File: config.mk
export PLATFORM = sky130hd
export DESIGN_NAME = bank_switch_mapper_scanline_irq_unit
export DESIGN_NICKNAME = d
export VERILOG_FILES = /design/src/hdl/bsm_pkg.sv /design/src/hdl/bsm_regs.sv /design/src/hdl/bsm_pack.sv /design/src/hdl/bank_switch_mapper_scanline_irq_unit.sv
export SDC_FILE = /design/constraint.sdc
export NUM_CORES = 1
export LEC_CHECK = 0
export BUFFER_PORTS_ARGS = -buffer_cell sky130_fd_sc_hd__clkbuf_2
export CORE_MARGIN = 3
export CORE_UTILIZATION = 50
export DETAILED_ROUTE_END_ITERATION = 6
export GPL_TIMING_DRIVEN = 0
export HOLD_SLACK_MARGIN = 0.15
export PLACE_DENSITY = 0.72
export SLEW_MARGIN = 0
export SYNTH_ARGS = -nofsm -noshare
export SYNTH_HDL_FRONTEND = slang
export SYNTH_SLANG_ARGS = --single-unit
File: constraint.sdc
create_clock -name clock -period 8.4 [get_ports clock]
set_clock_uncertainty 0.15 [all_clocks]
set_input_delay 0.84 -clock clock [delete_from_list [all_inputs] [get_ports clock]]
set_output_delay 0.84 -clock clock [all_outputs]
set_load 0.05 [all_outputs]
File: src/hdl/bsm_pkg.sv
`timescale 1ns / 1ps
// ----------------------------------------------------------------------------
// Bank switch mapper package
// Shared types, register decode codes and reset values for the mapper.
// ----------------------------------------------------------------------------
package bsm_pkg;

   // CPU write address decode (addr & ADDR_MASK)
   localparam logic [15:0] ADDR_MASK        = 16'hE001;
   localparam logic [15:0] ADDR_BANK_SELECT = 16'h8000;
   localparam logic [15:0] ADDR_BANK_DATA   = 16'h8001;
   localparam logic [15:0] ADDR_MIRROR      = 16'hA000;
   localparam logic [15:0] ADDR_IRQ_COUNT   = 16'hC000;
   localparam logic [15:0] ADDR_IRQ_RELOAD  = 16'hC001;
   localparam logic [15:0] ADDR_IRQ_DISABLE = 16'hE000;
   localparam logic [15:0] ADDR_IRQ_ENABLE  = 16'hE001;

   // Bank select target codes (select bits 2..0)
   localparam logic [2:0] SEL_CHR0 = 3'd0;
   localparam logic [2:0] SEL_CHR1 = 3'd1;
   localparam logic [2:0] SEL_CHR2 = 3'd2;
   localparam logic [2:0] SEL_CHR3 = 3'd3;
   localparam logic [2:0] SEL_CHR4 = 3'd4;
   localparam logic [2:0] SEL_CHR5 = 3'd5;
   localparam logic [2:0] SEL_PRG0 = 3'd6;
   localparam logic [2:0] SEL_PRG1 = 3'd7;

   localparam logic [7:0] CHR_PAIR_MASK = 8'hFE;
   localparam logic [8:0] SCANLINE_LAST = 9'd239;

   // Input request modes
   localparam logic MODE_WRITE = 1'b0;
   localparam logic MODE_TICK  = 1'b1;

   // Configuration register indexes
   localparam int unsigned CSR_INDEX_WIDTH = 2;
   localparam logic [CSR_INDEX_WIDTH-1:0] CSR_PRG_BANK_COUNT  = 2'd0;
   localparam logic [CSR_INDEX_WIDTH-1:0] CSR_CHR_ROM_PRESENT = 2'd1;
   localparam logic [CSR_INDEX_WIDTH-1:0] CSR_FOUR_SCREEN     = 2'd2;
   localparam logic [8:0] PRG_BANK_COUNT_RESET = 9'd16;

   typedef struct packed {
      logic        mode;
      logic [15:0] addr;
      logic [7:0]  data;
      logic [8:0]  scanline;
      logic        render_on;
   } item_type;

   typedef struct packed {
      logic [7:0]      bank_select;
      logic [5:0][7:0] chr_bank;
      logic [1:0][7:0] prg_bank;
      logic [7:0]      irq_count;
      logic [7:0]      irq_reload;
      logic            irq_on;
      logic            mirror;
   } state_type;

   localparam state_type STATE_RESET = '{
      bank_select: 8'd0,
      chr_bank:    {8'd7, 8'd6, 8'd5, 8'd4, 8'd2, 8'd0},
      prg_bank:    {8'd1, 8'd0},
      irq_count:   8'd0,
      irq_reload:  8'd0,
      irq_on:      1'b0,
      mirror:      1'b0
   };

endpackage

File: src/hdl/bsm_regs.sv
`timescale 1ns / 1ps
// ----------------------------------------------------------------------------
// Mapper register file
// Decodes CPU writes and scanline ticks, holds the bank and IRQ state.
// ----------------------------------------------------------------------------
module bsm_regs (
   input  logic                clock,
   input  logic                reset,
   input  logic                item_valid,
   input  bsm_pkg::item_type   item,
   input  logic                four_screen,
   output bsm_pkg::state_type  state_next,
   output logic                irq_pulse
);

   bsm_pkg::state_type state_ff;
   bsm_pkg::state_type state_in;
   logic [2:0]         sel;
   logic               tick_live;

   assign sel = state_ff.bank_select[2:0];
   assign tick_live = state_ff.irq_on && (item.scanline <= bsm_pkg::SCANLINE_LAST)
                      && item.render_on;

   always_comb begin
      state_in  = state_ff;
      irq_pulse = 1'b0;
      if (item.mode == bsm_pkg::MODE_WRITE) begin
         unique case (item.addr & bsm_pkg::ADDR_MASK)
            bsm_pkg::ADDR_BANK_SELECT: state_in.bank_select = item.data;
            bsm_pkg::ADDR_BANK_DATA: begin
               case (sel) inside
                  bsm_pkg::SEL_CHR0, bsm_pkg::SEL_CHR1:
                     state_in.chr_bank[sel] = item.data & bsm_pkg::CHR_PAIR_MASK;
                  bsm_pkg::SEL_CHR2, bsm_pkg::SEL_CHR3,
                  bsm_pkg::SEL_CHR4, bsm_pkg::SEL_CHR5:
                     state_in.chr_bank[sel] = item.data;
                  default: state_in.prg_bank[sel[0]] = item.data;
               endcase
            end
            bsm_pkg::ADDR_MIRROR: begin
               if (!four_screen) begin
                  state_in.mirror = item.data[0];
               end
            end
            bsm_pkg::ADDR_IRQ_COUNT:   state_in.irq_count  = item.data;
            bsm_pkg::ADDR_IRQ_RELOAD:  state_in.irq_reload = item.data;
            bsm_pkg::ADDR_IRQ_DISABLE: state_in.irq_on     = 1'b0;
            bsm_pkg::ADDR_IRQ_ENABLE:  state_in.irq_on     = 1'b1;
            default: ;
         endcase
      end else if (tick_live) begin
         if (state_ff.irq_count == 8'd0) begin
            state_in.irq_count = state_ff.irq_reload;
            irq_pulse          = 1'b1;
         end else begin
            state_in.irq_count = state_ff.irq_count - 8'd1;
         end
      end
   end

   always_ff @(posedge clock) begin
      if (reset) begin
         state_ff <= bsm_pkg::STATE_RESET;
      end else if (item_valid) begin
         state_ff <= state_in;
      end
   end

   assign state_next = state_in;

endmodule

File: src/hdl/bsm_pack.sv
`timescale 1ns / 1ps
// ----------------------------------------------------------------------------
// Mapper bank map packer
// Builds the program and character slot maps from the bank registers.
// ----------------------------------------------------------------------------
module bsm_pack (
   input  bsm_pkg::state_type state,
   input  logic [8:0]         prg_bank_count,
   output logic [31:0]        prg_map,
   output logic [63:0]        chr_map
);

   logic [7:0]  second_last;
   logic [7:0]  last;
   logic [31:0] pairs;
   logic [31:0] singles;

   // fixed banks wrap modulo 256
   assign second_last = prg_bank_count[7:0] - 8'd2;
   assign last        = prg_bank_count[7:0] - 8'd1;

   assign pairs = {state.chr_bank[1] + 8'd1, state.chr_bank[1],
                   state.chr_bank[0] + 8'd1, state.chr_bank[0]};
   assign singles = {state.chr_bank[5], state.chr_bank[4],
                     state.chr_bank[3], state.chr_bank[2]};

   always_comb begin
      if (state.bank_select[6]) begin
         prg_map = {last, state.prg_bank[0], state.prg_bank[1], second_last};
      end else begin
         prg_map = {last, second_last, state.prg_bank[1], state.prg_bank[0]};
      end
      if (state.bank_select[7]) begin
         chr_map = {pairs, singles};
      end else begin
         chr_map = {singles, pairs};
      end
   end

endmodule

File: src/hdl/bank_switch_mapper_scanline_irq_unit.sv
`timescale 1ns / 1ps
// ----------------------------------------------------------------------------
// Bank switch mapper with scanline IRQ counter
// CPU writes and scanline ticks update the mapper state; each request returns
// the packed bank maps, mirroring and the IRQ pulse.
// Path: each request goes through the input register, then the result register;
//   one request per cycle while the response side does not stall.
// The rate is set by the single register-file update between the two stages.
// Reset (synchronous, active high) restores bank, IRQ and config defaults and
//   empties both stages.
// ----------------------------------------------------------------------------
module bank_switch_mapper_scanline_irq_unit (
   input  logic        clock,
   input  logic        reset,
   // request channel
   input  logic        req_valid,
   output logic        req_ready,
   input  logic        req_mode,
   input  logic [15:0] req_addr,
   input  logic [7:0]  req_data,
   input  logic [8:0]  req_scanline,
   input  logic        req_render_on,
   // response channel
   output logic        rsp_valid,
   input  logic        rsp_ready,
   output logic        rsp_irq_pulse,
   output logic        rsp_mirror_horizontal,
   output logic [31:0] rsp_prg_map,
   output logic [63:0] rsp_chr_map,
   // configuration write channel
   input  logic        csr_valid,
   output logic        csr_ready,
   input  logic [bsm_pkg::CSR_INDEX_WIDTH-1:0] csr_index,
   input  logic [8:0]  csr_data
);

   bsm_pkg::item_type  item_ff;
   logic               item_valid_ff;
   logic               advance;
   logic               fire;
   bsm_pkg::state_type state_next;
   logic               irq_pulse;
   logic [31:0]        prg_map;
   logic [63:0]        chr_map;
   logic [8:0]         prg_bank_count_ff;
   logic               four_screen_ff;
   logic               rsp_valid_ff;
   logic               rsp_irq_pulse_ff;
   logic               rsp_mirror_ff;
   logic [31:0]        rsp_prg_map_ff;
   logic [63:0]        rsp_chr_map_ff;

   // Advance the input stage whenever the result register is empty or drains.
   assign advance   = !rsp_valid_ff || rsp_ready;
   assign fire      = item_valid_ff && advance;
   assign req_ready = !item_valid_ff || advance;
   assign csr_ready = 1'b1;

   // Input register: hold the request until the result register can take it.
   always_ff @(posedge clock) begin
      if (reset) begin
         item_valid_ff <= 1'b0;
      end else if (req_ready) begin
         item_valid_ff <= req_valid;
      end
      if (req_valid && req_ready) begin
         item_ff <= '{mode: req_mode, addr: req_addr, data: req_data,
                      scanline: req_scanline, render_on: req_render_on};
      end
   end

   // Configuration registers. Character ROM vs RAM selection does not change
   // the reported bank numbers, so that write is taken and dropped.
   always_ff @(posedge clock) begin
      if (reset) begin
         prg_bank_count_ff <= bsm_pkg::PRG_BANK_COUNT_RESET;
         four_screen_ff    <= 1'b0;
      end else if (csr_valid && csr_ready) begin
         unique case (csr_index)
            bsm_pkg::CSR_PRG_BANK_COUNT:  prg_bank_count_ff <= csr_data;
            bsm_pkg::CSR_FOUR_SCREEN:     four_screen_ff    <= csr_data[0];
            bsm_pkg::CSR_CHR_ROM_PRESENT: ;
            default: ;
         endcase
      end
   end

   // Register file: commit the decoded update as the request moves on.
   bsm_regs u_regs (
      .clock       (clock),
      .reset       (reset),
      .item_valid  (fire),
      .item        (item_ff),
      .four_screen (four_screen_ff),
      .state_next  (state_next),
      .irq_pulse   (irq_pulse)
   );

   // Maps reflect the state after this request's update.
   bsm_pack u_pack (
      .state          (state_next),
      .prg_bank_count (prg_bank_count_ff),
      .prg_map        (prg_map),
      .chr_map        (chr_map)
   );

   // Result register: hold the response until taken.
   always_ff @(posedge clock) begin
      if (reset) begin
         rsp_valid_ff <= 1'b0;
      end else if (advance) begin
         rsp_valid_ff <= item_valid_ff;
      end
      if (fire) begin
         rsp_irq_pulse_ff <= irq_pulse;
         rsp_mirror_ff    <= state_next.mirror;
         rsp_prg_map_ff   <= prg_map;
         rsp_chr_map_ff   <= chr_map;
      end
   end

   assign rsp_valid             = rsp_valid_ff;
   assign rsp_irq_pulse         = rsp_irq_pulse_ff;
   assign rsp_mirror_horizontal = rsp_mirror_ff;
   assign rsp_prg_map           = rsp_prg_map_ff;
   assign rsp_chr_map           = rsp_chr_map_ff;

   // Request side stalls only while a request sits in the input stage.
   a_ready_low_only_when_full : assert property (
      @(posedge clock) disable iff (reset) !req_ready |-> item_valid_ff)
      else $error("request stall with empty input stage");

   // Both stages come out of reset empty.
   a_empty_after_reset : assert property (
      @(posedge clock) $past(reset) |-> (!rsp_valid_ff && !item_valid_ff))
      else $error("pipeline not empty after reset");

   // Last program slot is always the fixed last bank.
   a_last_bank_fixed : assert property (
      @(posedge clock) disable iff (reset)
      rsp_valid_ff |-> (rsp_prg_map_ff[31:24] == prg_bank_count_ff[7:0] - 8'd1))
      else $error("last program slot not fixed");

   // A pulse always reloads the counter from the latch.
   a_pulse_reloads : assert property (
      @(posedge clock) disable iff (reset)
      (fire && irq_pulse) |-> (state_next.irq_count == state_next.irq_reload))
      else $error("irq pulse without counter reload");

endmodule

---- Word-level counts from Yosys, hierarchy flattened ----
Cells that the tools add are included.
storage, ports and cells
  flip-flop bits (word level) ............. 234
  bits of input ports ..................... 51
  logic and storage cells ................. 101
cells by class
  $add $sub $neg .......................... 5
  magnitude comparators ................... 5
  equality and inequality tests ........... 14
  multiplexer cells ....................... 25
  bitwise gates (word level) .............. 1
  reductions and logical operators ........ 24
operators with widths
  operator             number
  $mux 64              2
  $bwmux 48            2
  $mux 48              2
  $mux 72              1
  $mux 8               7
  $mux 16              2
  $eq 4x4->1 const B   7
  $demux 8 s3          1
  $mux 24              1
  $add 8x1->8 const B  2
  $bwmux 16            1
  $sub 8x1->8 const B  2
  $reduce_and 3->1     4
  $le 9x8->1 const B   1
  $demux 8 s1          1
  $logic_not 8->1      1
  $sub 8x2->8 const B  1
  $eq 3x2->1 const B   2
  $eq 3x3->1 const B   2
  $logic_and 1x1->1    6
  $reduce_and 2->1     3
  $lt 3x4->1 const B   1
  $mux 1               4
  $reduce_bool 2->1    2
  other kinds (14)     16

---- Logic depth before layout (Yosys ltp) ----
Gate-level depths: netlist of run 1.
  word-level depth ........................ 11
  gate-level depth with buffers ........... 13
  mapped depth without buffers ............ 10

---- Cells and area by module ----
Synthesis of run 1 repeated with hierarchy kept, for this count alone.
second synthesis, totals
  cells, all modules ...................... 965
  area, all modules ....................... 10944.2 µm²
by module, submodules not included
  module                                times used  cells each  area each (µm²)
  bsm_regs                              1           572         5009.8
  bank_switch_mapper_scanline_irq_unit  1           189         4541.9
  bsm_pack                              1           204         1392.6

---- Least setup slack after synthesis of run 1 ----
OpenSTA, ideal clock, no wires.
  path type ............................... input -> register
  start point ............................. input rsp_ready
  end point ............................... register u_regs.state_ff[4] (netlist bit)
  library setup time ...................... 128 ps
  arrival time ............................ 4680 ps
  data required time ...................... 8122 ps
  slack ................................... 3442 ps
  stages .................................. 7
  cells stage by stage .................... nor2b_1 > nand2b_1 > buf_4 > inv_1 > nand4_1 > mux2i_1 > nor2_1
between the ends
  longest elaborated chain between the ends .. 3
ends and longest elaborated chain
  item                               RTL line                                    RTL
  start, declared                    bank_switch_mapper_scanline_irq_unit.sv:25  input logic rsp_ready,
  $logic_or 1x1->1                   bank_switch_mapper_scanline_irq_unit.sv:54  assign advance = !rsp_valid_ff || rsp_ready;
  $logic_and 1x1->1                  bank_switch_mapper_scanline_irq_unit.sv:55  assign fire = item_valid_ff && advance;
  named net fire                     bank_switch_mapper_scanline_irq_unit.sv:40  logic fire;
  $reduce_and 3->1 (no source line)  -
  end signal, assigned               bsm_regs.sv:64                              state_ff <= bsm_pkg::STATE_RESET;
  end signal, assigned               bsm_regs.sv:66                              state_ff <= state_in;
  end, declared                      bsm_regs.sv:16                              bsm_pkg::state_type state_ff;
The timed path passes the listed nets, and every way through them passes these cells.
A chain may end at the register's enable or synchronous reset.

==> flow_summary.yaml, run 1 <==
status:
  outcome: "complete, no violations"
yosys:
  synth_area_um2: 9900
  syn_nets: 924
  ys_seq_area_frac: 0.553
  synthCells: 866
  ys_seq_elements: 215
  synth.distinct_cells: 61
  synthAdderAreaFrac: 0.00884
  yosys_warnings: 0
  async_flop_share: 0
  synth_compound_area_frac: 0.0841
  synth_top_family_by_area: "multiplexers"
  yosys.area_share.simple: 0.134
  avgSynthCellArea_um2: 11.4
  synth_xor_area_frac: 0.0248
  synthMuxAreaShare: 0.157
  synth_flop_cell: "edfxtp_1"
  synth_edf_count: 117
drt:
  wl_mm: 24.3
  firstDrtPassIters: 5
  wl_per_cell_um: 18.7
  antenna_left: 0
  via_per_inst: 5.54
  routed-via-count: 7204
  drc: 0
  drt_iter0_markers: 561
grt:
  grt_pass1_wl_mm: 37.5
  antenna_found_initial: 0
  globalRouteOverflowTotal: 0
  grt_usage: 0.219
  grt_max_degree: 80
  grt_pass1_vias: 6878
die:
  io_pins: 152
  rows: 50
  die_w_um: 147
  die_h_um: 147
  die_area_um2: 21500
  fp.coreArea_um2: 19100
  initial_core_util: 0.519
layout:
  diodes: 0
  design_area_um2: 11600
  fin_cells: 1301
  finalNetCount: 1082
  drive_gt1_frac: 0.226
  synthToLayoutAreaGrowth_pct: 17.4
place:
  dp.final_hpwl_mm: 17.1
  placed_cells: 1259
  io_buffers: 132
  placed_area_um2: 10900
  gp_congestion: 0.914
setup_path:
  crit_slowest_cell: "edfxtp_1"
  critPathKind: "reg2reg"
  arrival_ns: 3.38
  crit_fanout: 10
  cp.required_ns: 8.48
  cp_top_family: "simple AND/OR/NAND/NOR gates"
  critPathMaxStageDelay_ns: 0.35
  start_kind: "flop"
  cp.buffers_inverters: 4
  worstSetupEndpointType: "flop"
  crit_chain: "buf_4 > nor3b_2 > buf_4 > nand3_1 > clkbuf_1 > and2_1 > clkbuf_1 > ha_1 > and3_1 > nand3_1 > xor2_1 > mux2i_1 > mux2i_1"
timing:
  relSlewSlack: 0.400
  period_share: 0.393
  min_period_ns: 3.30
  finalSetupViolCount: 0
  whs_ns: 0.342
  tightest_slew_ns: 0.900
  fmax_mhz: 303
  rsz0062_at_grt: "no"
  drv_slew: 0
  hold_viol: 0
  fin_setup_tns_ns: 0
clock_network:
  post_cts_buffers: 0
  cts_buffers: 23
  clk_latency_ns: 0.51
  cts_sinks: 215
  clk_pin_slew_ns: 0.06
  ctsResizeCount: 0
  clockBufferDepth: 3
  htree_levels: 1
  cts-hold-fix-buffers: 0
  cts_root_buffer: "clkbuf_16"
  cts_tree: "done"
power_and_ir_drop:
  powerDensity_nw_per_um2: 196
  power.leakage_nw: 4.69
  finalPower_mw: 2.28
  max-vdd-ir-drop_uv: 145
hold_path:
  min-delay-path-class: "reg2reg"
run:
  cap_violations: 0
==> sequential cells by signal (all words and copies together) (netlist names) <==
signal,cells
u_regs.state_ff,84
rsp_chr_map,64
rsp_prg_map,32
item_ff,19
prg_bank_count_ff,8
u_regs.sel,3
four_screen_ff,1
item_valid_ff,1
rsp_irq_pulse,1
rsp_mirror_horizontal,1
rsp_valid,1
==> path summary, 6_finish.rpt <==
check	start	endpoint	slack [ns]	cells after the start
worst max-delay path	item_ff[34]	rsp_chr_map[46]	5.10	13
worst max register to register	item_ff[34]	rsp_chr_map[46]	5.10	13
worst min-delay path	u_regs.state_ff[29]	u_regs.state_ff[29]	0.34	2
worst min register to register	u_regs.state_ff[29]	u_regs.state_ff[29]	0.34	2
==> cell usage after synthesis, types with 3 or more instances <==
master    number  share of area
dfxtp_1       98           0.20
edfxtp_1     117           0.35
buf_1          5         0.0019
clkbuf_1      30          0.011
a311oi_1       3         0.0027
buf_6          4         0.0045
ha_1           7         0.0088
or2_2          3         0.0019
nand3_1       14         0.0071
buf_2         17         0.0086
and3_1        10         0.0063
and2_1         5         0.0032
or3_1         13         0.0082
nand4_1        5         0.0032
mux2i_1      146           0.15
o21a_1         3         0.0023
nand2_1       39          0.015
nand2b_1       6         0.0038
and4_1         3         0.0027
xor2_1         8         0.0071
a211oi_2       3         0.0038
nor2b_1       12         0.0076
nor3_4         4         0.0066
o221a_2       11          0.013
a221o_1        4         0.0040
o32a_1         3         0.0030
buf_4          7         0.0053
a211oi_1      12         0.0091
xnor2_1       20          0.018
mux2_2         7         0.0080
o21ai_0       22          0.011
inv_1         14         0.0053
nor3b_1        5         0.0038
o211ai_1       3         0.0023
nor3_1        21          0.011
a211o_1       11         0.0097
nor2_1       116          0.044
a21oi_1       30          0.015
==> worst register-to-register path: stages, from the launching register on <==
cell	delay [ns]
edfxtp_1	0.35
buf_4	0.19
nor3b_2	0.25
buf_4	0.24
nand3_1	0.19
clkbuf_1	0.28
and2_1	0.22
clkbuf_1	0.14
ha_1	0.27
and3_1	0.23
nand3_1	0.10
xor2_1	0.09
mux2i_1	0.22
mux2i_1	0.11
==> cells by family after synthesis <==
| logic type | count (synthesis) |
|---|---|
| multiplexers | 154 |
| buffers and inverters | 79 |
| flip-flops | 215 |
| other | 1 |
| AND/OR/NAND/NOR | 267 |
| XOR/XNOR | 28 |
| adder cells (fa/ha/maj) | 7 |
| AO/OA/AOI/OAI | 115 |
==> stage by stage <==
stage                     utilization  setup WS [ns]
after global routing            0.610           4.89
after detailed placement        0.572           5.15
final                           0.610           5.10
after floorplan                     -           3.44
after CTS                       0.610           5.12
after global placement          0.571           1.93
==> cells in the final DEF (no fill, tap or decap), types with 21 or more instances in the layout <==
cell type / netlist / routed
dfxtp_1: 98 / 98
clkbuf_16: 0 / 23
mux2i_1: 146 / 146
nor2_1: 116 / 116
a21oi_1: 30 / 30
clkbuf_1: 30 / 36
nor3_1: 21 / 21
o21ai_0: 22 / 22
edfxtp_1: 117 / 117
clkbuf_2: 1 / 137
nand2_1: 39 / 39
==> report_power, final <==
| part | switching, mW | total, mW | internal [mW] | leakage, nW |
|---|---|---|---|---|
| clock | 0.391 | 0.953 | 0.562 | 0.358 |
| sequential | 0.0109 | 1.15 | 1.14 | 1.87 |
| combinational | 0.141 | 0.184 | 0.0434 | 2.47 |
==> final cells by class <==
type / instances / area (um^2)
plain buffers: 64 / 319
multi-input cells: 572 / 4050
well taps: 260 / 325
clock buffers: 35 / 646
fillers: 1576 / 7450
repair buffers: 133 / 688
flip-flops and latches: 215 / 5480
inverters: 15 / 58.8
clock inverters: 7 / 66.3
==> metal layers <==
metal / up-vias / routed length [um] / global-route usage
li1: 3466 / - / -
met1: 3430 / 10900 / 0.304
met2: 267 / 11300 / 0.359
met3: 41 / 1510 / 0.0302
met4: 0 / 595 / 0.0682
met5: - / 0 / 0
Power figures use the tool's default switching activity.
==> run 2, diff against run 1 <==
==> constraint.sdc (replaced) <==
create_clock -name clock -period 3.4 [get_ports clock]
set_clock_uncertainty 0.15 [all_clocks]
set_input_delay 0.34 -clock clock [delete_from_list [all_inputs] [get_ports clock]]
set_output_delay 0.34 -clock clock [all_outputs]
set_load 0.05 [all_outputs]
==> run 2 against run 1 <==
  * Global-route usage rose by 0.56 points
  * Setup slack got worse by 4.9 ns
  * Count of clock-buffer cells in the layout fell by 5
  * Combinational power rose to 2.7 times the previous value
  * Maximum frequency rose by 3.6%
  * Worst hold slack got worse by 0.054 ns
  * Die area did not move
  * Power rose to 2.5 times the previous value
  * Largest cell class unchanged
  * Largest power group unchanged
  * Critical path depth did not move
  * Final cell count rose by 2.8%
  * Clock power rose to 2.6 times the previous value
==> flow_summary.yaml, run 2 (synthesis gave the netlist of run 1 again) <==
status:
  outcome: "complete, no violations"
layout:
  multi_input_area_um2: 4070
  regMostFlops: "u_regs.state_ff"
  nFillCells: 1532
  final_common_cell: "mux2i_1"
  largest_reg_flops: 84
  fin_cells: 1337
  design_area_um2: 12100
  finalNetCount: 1118
  diodes: 0
  synthToLayoutAreaGrowth_pct: 21.8
  final_cell_mix: "146 x mux2i_1, 133 x clkbuf_2, 117 x edfxtp_1, 116 x nor2_1, 97 x dfxtp_1"
  drive_gt1_frac: 0.227
  regArea_um2: 5480
place:
  placed_area_um2: 11000
  dp.final_hpwl_mm: 17.0
  placed_cells: 1260
  gp_congestion: 0.897
  io_buffers: 132
die:
  fp.coreArea_um2: 19100
  io_pins: 152
  die_area_um2: 21500
  initial_core_util: 0.519
  die_w_um: 147
  die_h_um: 147
  rows: 50
drt:
  drt_iter0_markers: 615
  antenna_left: 0
  firstDrtPassIters: 5
  drc: 0
  wl_mm: 24.8
  via_per_inst: 5.53
  wl_per_cell_um: 18.6
  routed-via-count: 7388
power_and_ir_drop:
  swShare: 0.244
  power.leakage_nw: 4.84
  seq_power_share: 0.488
  max-vdd-ir-drop_uv: 408
  clkPwrFrac: 0.428
  p_int_mw: 4.39
  switchingPower_mw: 1.42
  finalPower_mw: 5.81
  powerDensity_nw_per_um2: 482
  combPwrFrac: 0.085
clock_network:
  cts_buffers: 23
  clk_pin_slew_ns: 0.06
  clockBufferDepth: 3
  clk_latency_ns: 0.52
  cts_tree: "done"
  cts_sinks: 215
  cts_root_buffer: "clkbuf_16"
  htree_levels: 1
setup_path:
  crit_chain: "buf_4 > nor3b_2 > buf_4 > nand3_1 > buf_2 > and2_1 > clkbuf_1 > ha_2 > and3_1 > nand3_1 > xor2_1 > mux2i_1 > mux2i_1"
  critPathMaxStageDelay_ns: 0.37
  critPathKind: "reg2reg"
  arrival_ns: 3.28
  crit_fanout: 10
  crit_slowest_cell: "edfxtp_1"
  cp.required_ns: 3.49
  worstSetupEndpointType: "flop"
  start_kind: "flop"
grt:
  globalRouteOverflowTotal: 0
  antenna_found_initial: 0
  grt_usage: 0.224
  grt_pass1_wl_mm: 38.9
  grt_pass1_vias: 7089
  grt_max_degree: 41
hold_path:
  min-delay-path-class: "in2reg"
timing:
  tightest_slew_ns: 0.871
  rsz0062_at_grt: "no"
  whs_ns: 0.289
  period_share: 0.937
  fin_setup_tns_ns: 0
  drv_slew: 0
  relSlewSlack: 0.419
  min_period_ns: 3.19
  finalSetupViolCount: 0
  fmax_mhz: 314
  hold_viol: 0
run:
  cap_violations: 0
==> run 2: what timing repair did <==
action,CTS,global route
endpoints found under the hold margin,30,0
resized for setup,0,6
setup buffers,0,2
hold buffers,33,0
setup endpoints to repair,0,7
==> run 2: routing by layer <==
| layer | wire length [um] | part of all wire | vias up | global-route usage |
|---|---|---|---|---|
| li1 | - | - | 3520 | - |
| met1 | 10900 | 0.44 | 3525 | 0.316 |
| met2 | 11600 | 0.47 | 298 | 0.370 |
| met3 | 1780 | 0.072 | 45 | 0.0308 |
| met4 | 515 | 0.021 | 0 | 0.0555 |
| met5 | 0 | 0 | - | 0 |
==> run 2: through the flow <==
step	util	setup slack (ns)
after floorplan	-	-0.143
after global placement	0.572	-1.02
after detailed placement	0.574	0.122
after CTS	0.631	0.107
after global routing	0.632	0.00388
final	0.632	0.213
==> run 2: worst paths after layout <==
path	cells past startpoint	startpoint	end	slack (ns)
max reg2reg	13	item_ff[34]	rsp_chr_map[46]	0.21
max	13	item_ff[34]	rsp_chr_map[46]	0.21
min	3	reset	u_regs.sel[2]	0.29
min reg2reg	1	u_regs.state_ff[68]	u_regs.state_ff[68]	0.33
==> run 2: area by class of cell <==
type	count	share of cell area
Sequential cell	215	0.454
Multi-Input combinational cell	572	0.338
Timing Repair Buffer	169	0.0867
Clock inverter	12	0.0106
Buffer	64	0.0272
Tap cell	260	0.0270
Inverter	15	0.00498
Clock buffer	30	0.0516
==> run 2: power groups by stage <==
| stage | clock network [mW] | logic (mW) | registers, mW |
|---|---|---|---|
| floorplan | 0 | 0.173 | 3.03 |
| global placement | 0 | 0.447 | 2.89 |
| detailed placement | 0 | 0.458 | 2.89 |
| CTS | 2.51 | 0.487 | 2.83 |
| global route | 2.62 | 0.519 | 2.84 |
| finish | 2.48 | 0.491 | 2.83 |
==> run 2: critical path: cells and delay by family (launching register included) <==
kind / cells / cell delay, ns
xor gates and xnor gates: 1 / 0.09
adders and majority gates: 1 / 0.24
and+or+nand+nor: 5 / 0.93
DFF: 1 / 0.37
buffers and inverters: 4 / 0.84
muxes: 2 / 0.31
==> run 3, diff against run 2 <==
--- a/config.mk
+++ b/config.mk
@@ -5,13 +5,14 @@
 export SDC_FILE = /design/constraint.sdc
 export NUM_CORES = 1
 export LEC_CHECK = 0
+export ABC_AREA = 0
 export BUFFER_PORTS_ARGS = -buffer_cell sky130_fd_sc_hd__clkbuf_2
 export CORE_MARGIN = 3
-export CORE_UTILIZATION = 50
+export CORE_UTILIZATION = 57
 export DETAILED_ROUTE_END_ITERATION = 6
 export GPL_TIMING_DRIVEN = 0
 export HOLD_SLACK_MARGIN = 0.15
-export PLACE_DENSITY = 0.72
+export PLACE_DENSITY = 0.8
 export SLEW_MARGIN = 0
 export SYNTH_ARGS = -nofsm -noshare
 export SYNTH_HDL_FRONTEND = slang
==> run 3 against run 2 <==
  * Combinational power barely moved
  * Register-to-register slack barely moved
  * Highest routed layer unchanged
  * Count of clock-buffer cells in the layout rose by 1
  * Wire length rose by 0.52%
==> flow_summary.yaml, run 3 (synthesis gave the netlist of run 1 again) <==
setup_path:
  timing.rr.start: "item_ff[34]"
  crit_slowest_cell: "edfxtp_1"
  worstSetupEndpointType: "flop"
  crit_fanout: 10
  critPathKind: "reg2reg"
  start_kind: "flop"
  arrival_ns: 3.26
  cp.required_ns: 3.48
  critPathLaunch: "item_ff[34]"
  crit_chain: "buf_4 > nor3b_2 > buf_6 > nand3_1 > buf_2 > and2_1 > clkbuf_1 > ha_1 > and3_1 > nand3_1 > xor2_1 > mux2i_1 > mux2i_1"
  critPathMaxStageDelay_ns: 0.35
power_and_ir_drop:
  max-vdd-ir-drop_uv: 481
  power.leakage_nw: 4.86
  finalPower_mw: 5.84
  powerDensity_nw_per_um2: 486
layout:
  regArea_um2: 5480
  final_common_cell: "mux2i_1"
  design_area_um2: 12000
  synthToLayoutAreaGrowth_pct: 21.3
  drive_gt1_frac: 0.224
  finalNetCount: 1116
  final_cell_mix: "146 x mux2i_1, 133 x clkbuf_2, 117 x edfxtp_1, 116 x nor2_1, 97 x dfxtp_1"
  diodes: 0
  multi_input_area_um2: 4070
  nFillCells: 1183
  regMostFlops: "u_regs.state_ff"
  largest_reg_flops: 84
drt:
  firstDrtPassIters: 5
  via_per_inst: 5.83
  antenna_left: 0
  wl_mm: 25.0
  routed-via-count: 7538
  drt_iter0_markers: 759
  wl_per_cell_um: 19.3
  drc: 0
place:
  io_buffers: 132
  placed_area_um2: 10900
  dp.final_hpwl_mm: 16.9
  gp_congestion: 0.918
run:
  cap_violations: 0
timing:
  min_period_ns: 3.18
  tightest_slew_ns: 0.905
  finalSetupViolCount: 0
  period_share: 0.935
  hold_viol: 0
  drv_slew: 0
  rsz0062_at_grt: "no"
  fin_setup_tns_ns: 0
  relSlewSlack: 0.397
  fmax_mhz: 315
clock_network:
  cts_root_buffer: "clkbuf_16"
  cts_sinks: 215
  clk_latency_ns: 0.50
  clk_pin_slew_ns: 0.06
  clockBufferDepth: 3
  cts_buffers: 22
  cts_tree: "done"
  htree_levels: 1
die:
  die_h_um: 138
  die_area_um2: 19000
  fp.coreArea_um2: 16800
  io_pins: 152
  die_w_um: 138
  rows: 47
  initial_core_util: 0.589
grt:
  met1_usage: 0.346
  grt_pass1_vias: 7082
  grt_max_degree: 51
  antenna_found_initial: 0
  grt_usage: 0.259
  grtUsageMet3: 0.0449
  grt_pass1_wl_mm: 38.1
  globalRoute.busiestLayer: "met2"
  met2_usage: 0.431
  globalRouteOverflowTotal: 0
hold_path:
  min-delay-path-class: "in2reg"
  hp-start: "reset"
status:
  outcome: "complete, no violations"
-- run 3: changes by cell type in the layout (fill, tap and decap cells not counted), sizes merged --
cell,delta
bufinv,+1
inv,-2
clkbuf,+1
clkinvlp,-3
clkinv,+1
dlygate4sd3,-1
-- run 3: what timing repair did --
| item | in CTS | in global routing |
|---|---|---|
| buffers inserted | 0 | 2 |
| endpoints found under the hold margin | 30 | 0 |
| setup endpoints to repair | 0 | 6 |
| hold buffers | 32 | 0 |
| gates resized for setup | 0 | 4 |
-- run 3: layout make-up --
| class | count | area share |
|---|---|---|
| Clock buffer | 31 | 0.0537 |
| Sequential cell | 215 | 0.456 |
| Clock inverter | 9 | 0.0101 |
| Buffer | 64 | 0.0276 |
| Tap cell | 220 | 0.0229 |
| Inverter | 15 | 0.00500 |
| Multi-Input combinational cell | 572 | 0.339 |
| Timing Repair Buffer | 168 | 0.0862 |
-- run 3: path summary, 6_finish.rpt --
| check | slack (ns) | depth (start not counted) | endpoint |
|---|---|---|---|
| max | 0.22 | 13 | rsp_chr_map[14] |
| min | 0.33 | 3 | u_regs.state_ff[53] |
| max reg2reg | 0.22 | 13 | rsp_chr_map[14] |
| min reg2reg | 0.34 | 1 | u_regs.state_ff[68] |
-- run 3: stage by stage --
step	setup WS, ns	cells	utilization	hold WS, ns
after CTS	0.118	1292	0.713	0.332
after detailed placement	0.131	1220	0.649	0.319
after global routing	0.0272	1294	0.714	0.363
after global placement	-0.961	1218	0.646	0.296
final	0.221	1294	0.714	0.330
after floorplan	-0.143	866	-	0.285
-- run 3: power by group --
group	switching (mW)	total, mW	internal, mW
Combinational	0.357	0.493	0.136
Clock	0.965	2.51	1.55
Sequential	0.0275	2.83	2.80
Total	1.35	5.84	4.49
-- run 3: worst max-delay path: cells and delay by family, from the launching register on --
family,cells,cell delay (ns)
multiplexers,2,0.33
flip-flops,1,0.35
XOR/XNOR,1,0.09
buffers and inverters,4,0.77
adder cells (fa/ha/maj),1,0.27
AND/OR/NAND/NOR,5,0.96
-- run 3: routing by layer --
metal / vias up / share of wire
li1: 3527 / -
met1: 3570 / 0.40
met2: 376 / 0.48
met3: 65 / 0.087
met4: 0 / 0.031
met5: - / 0
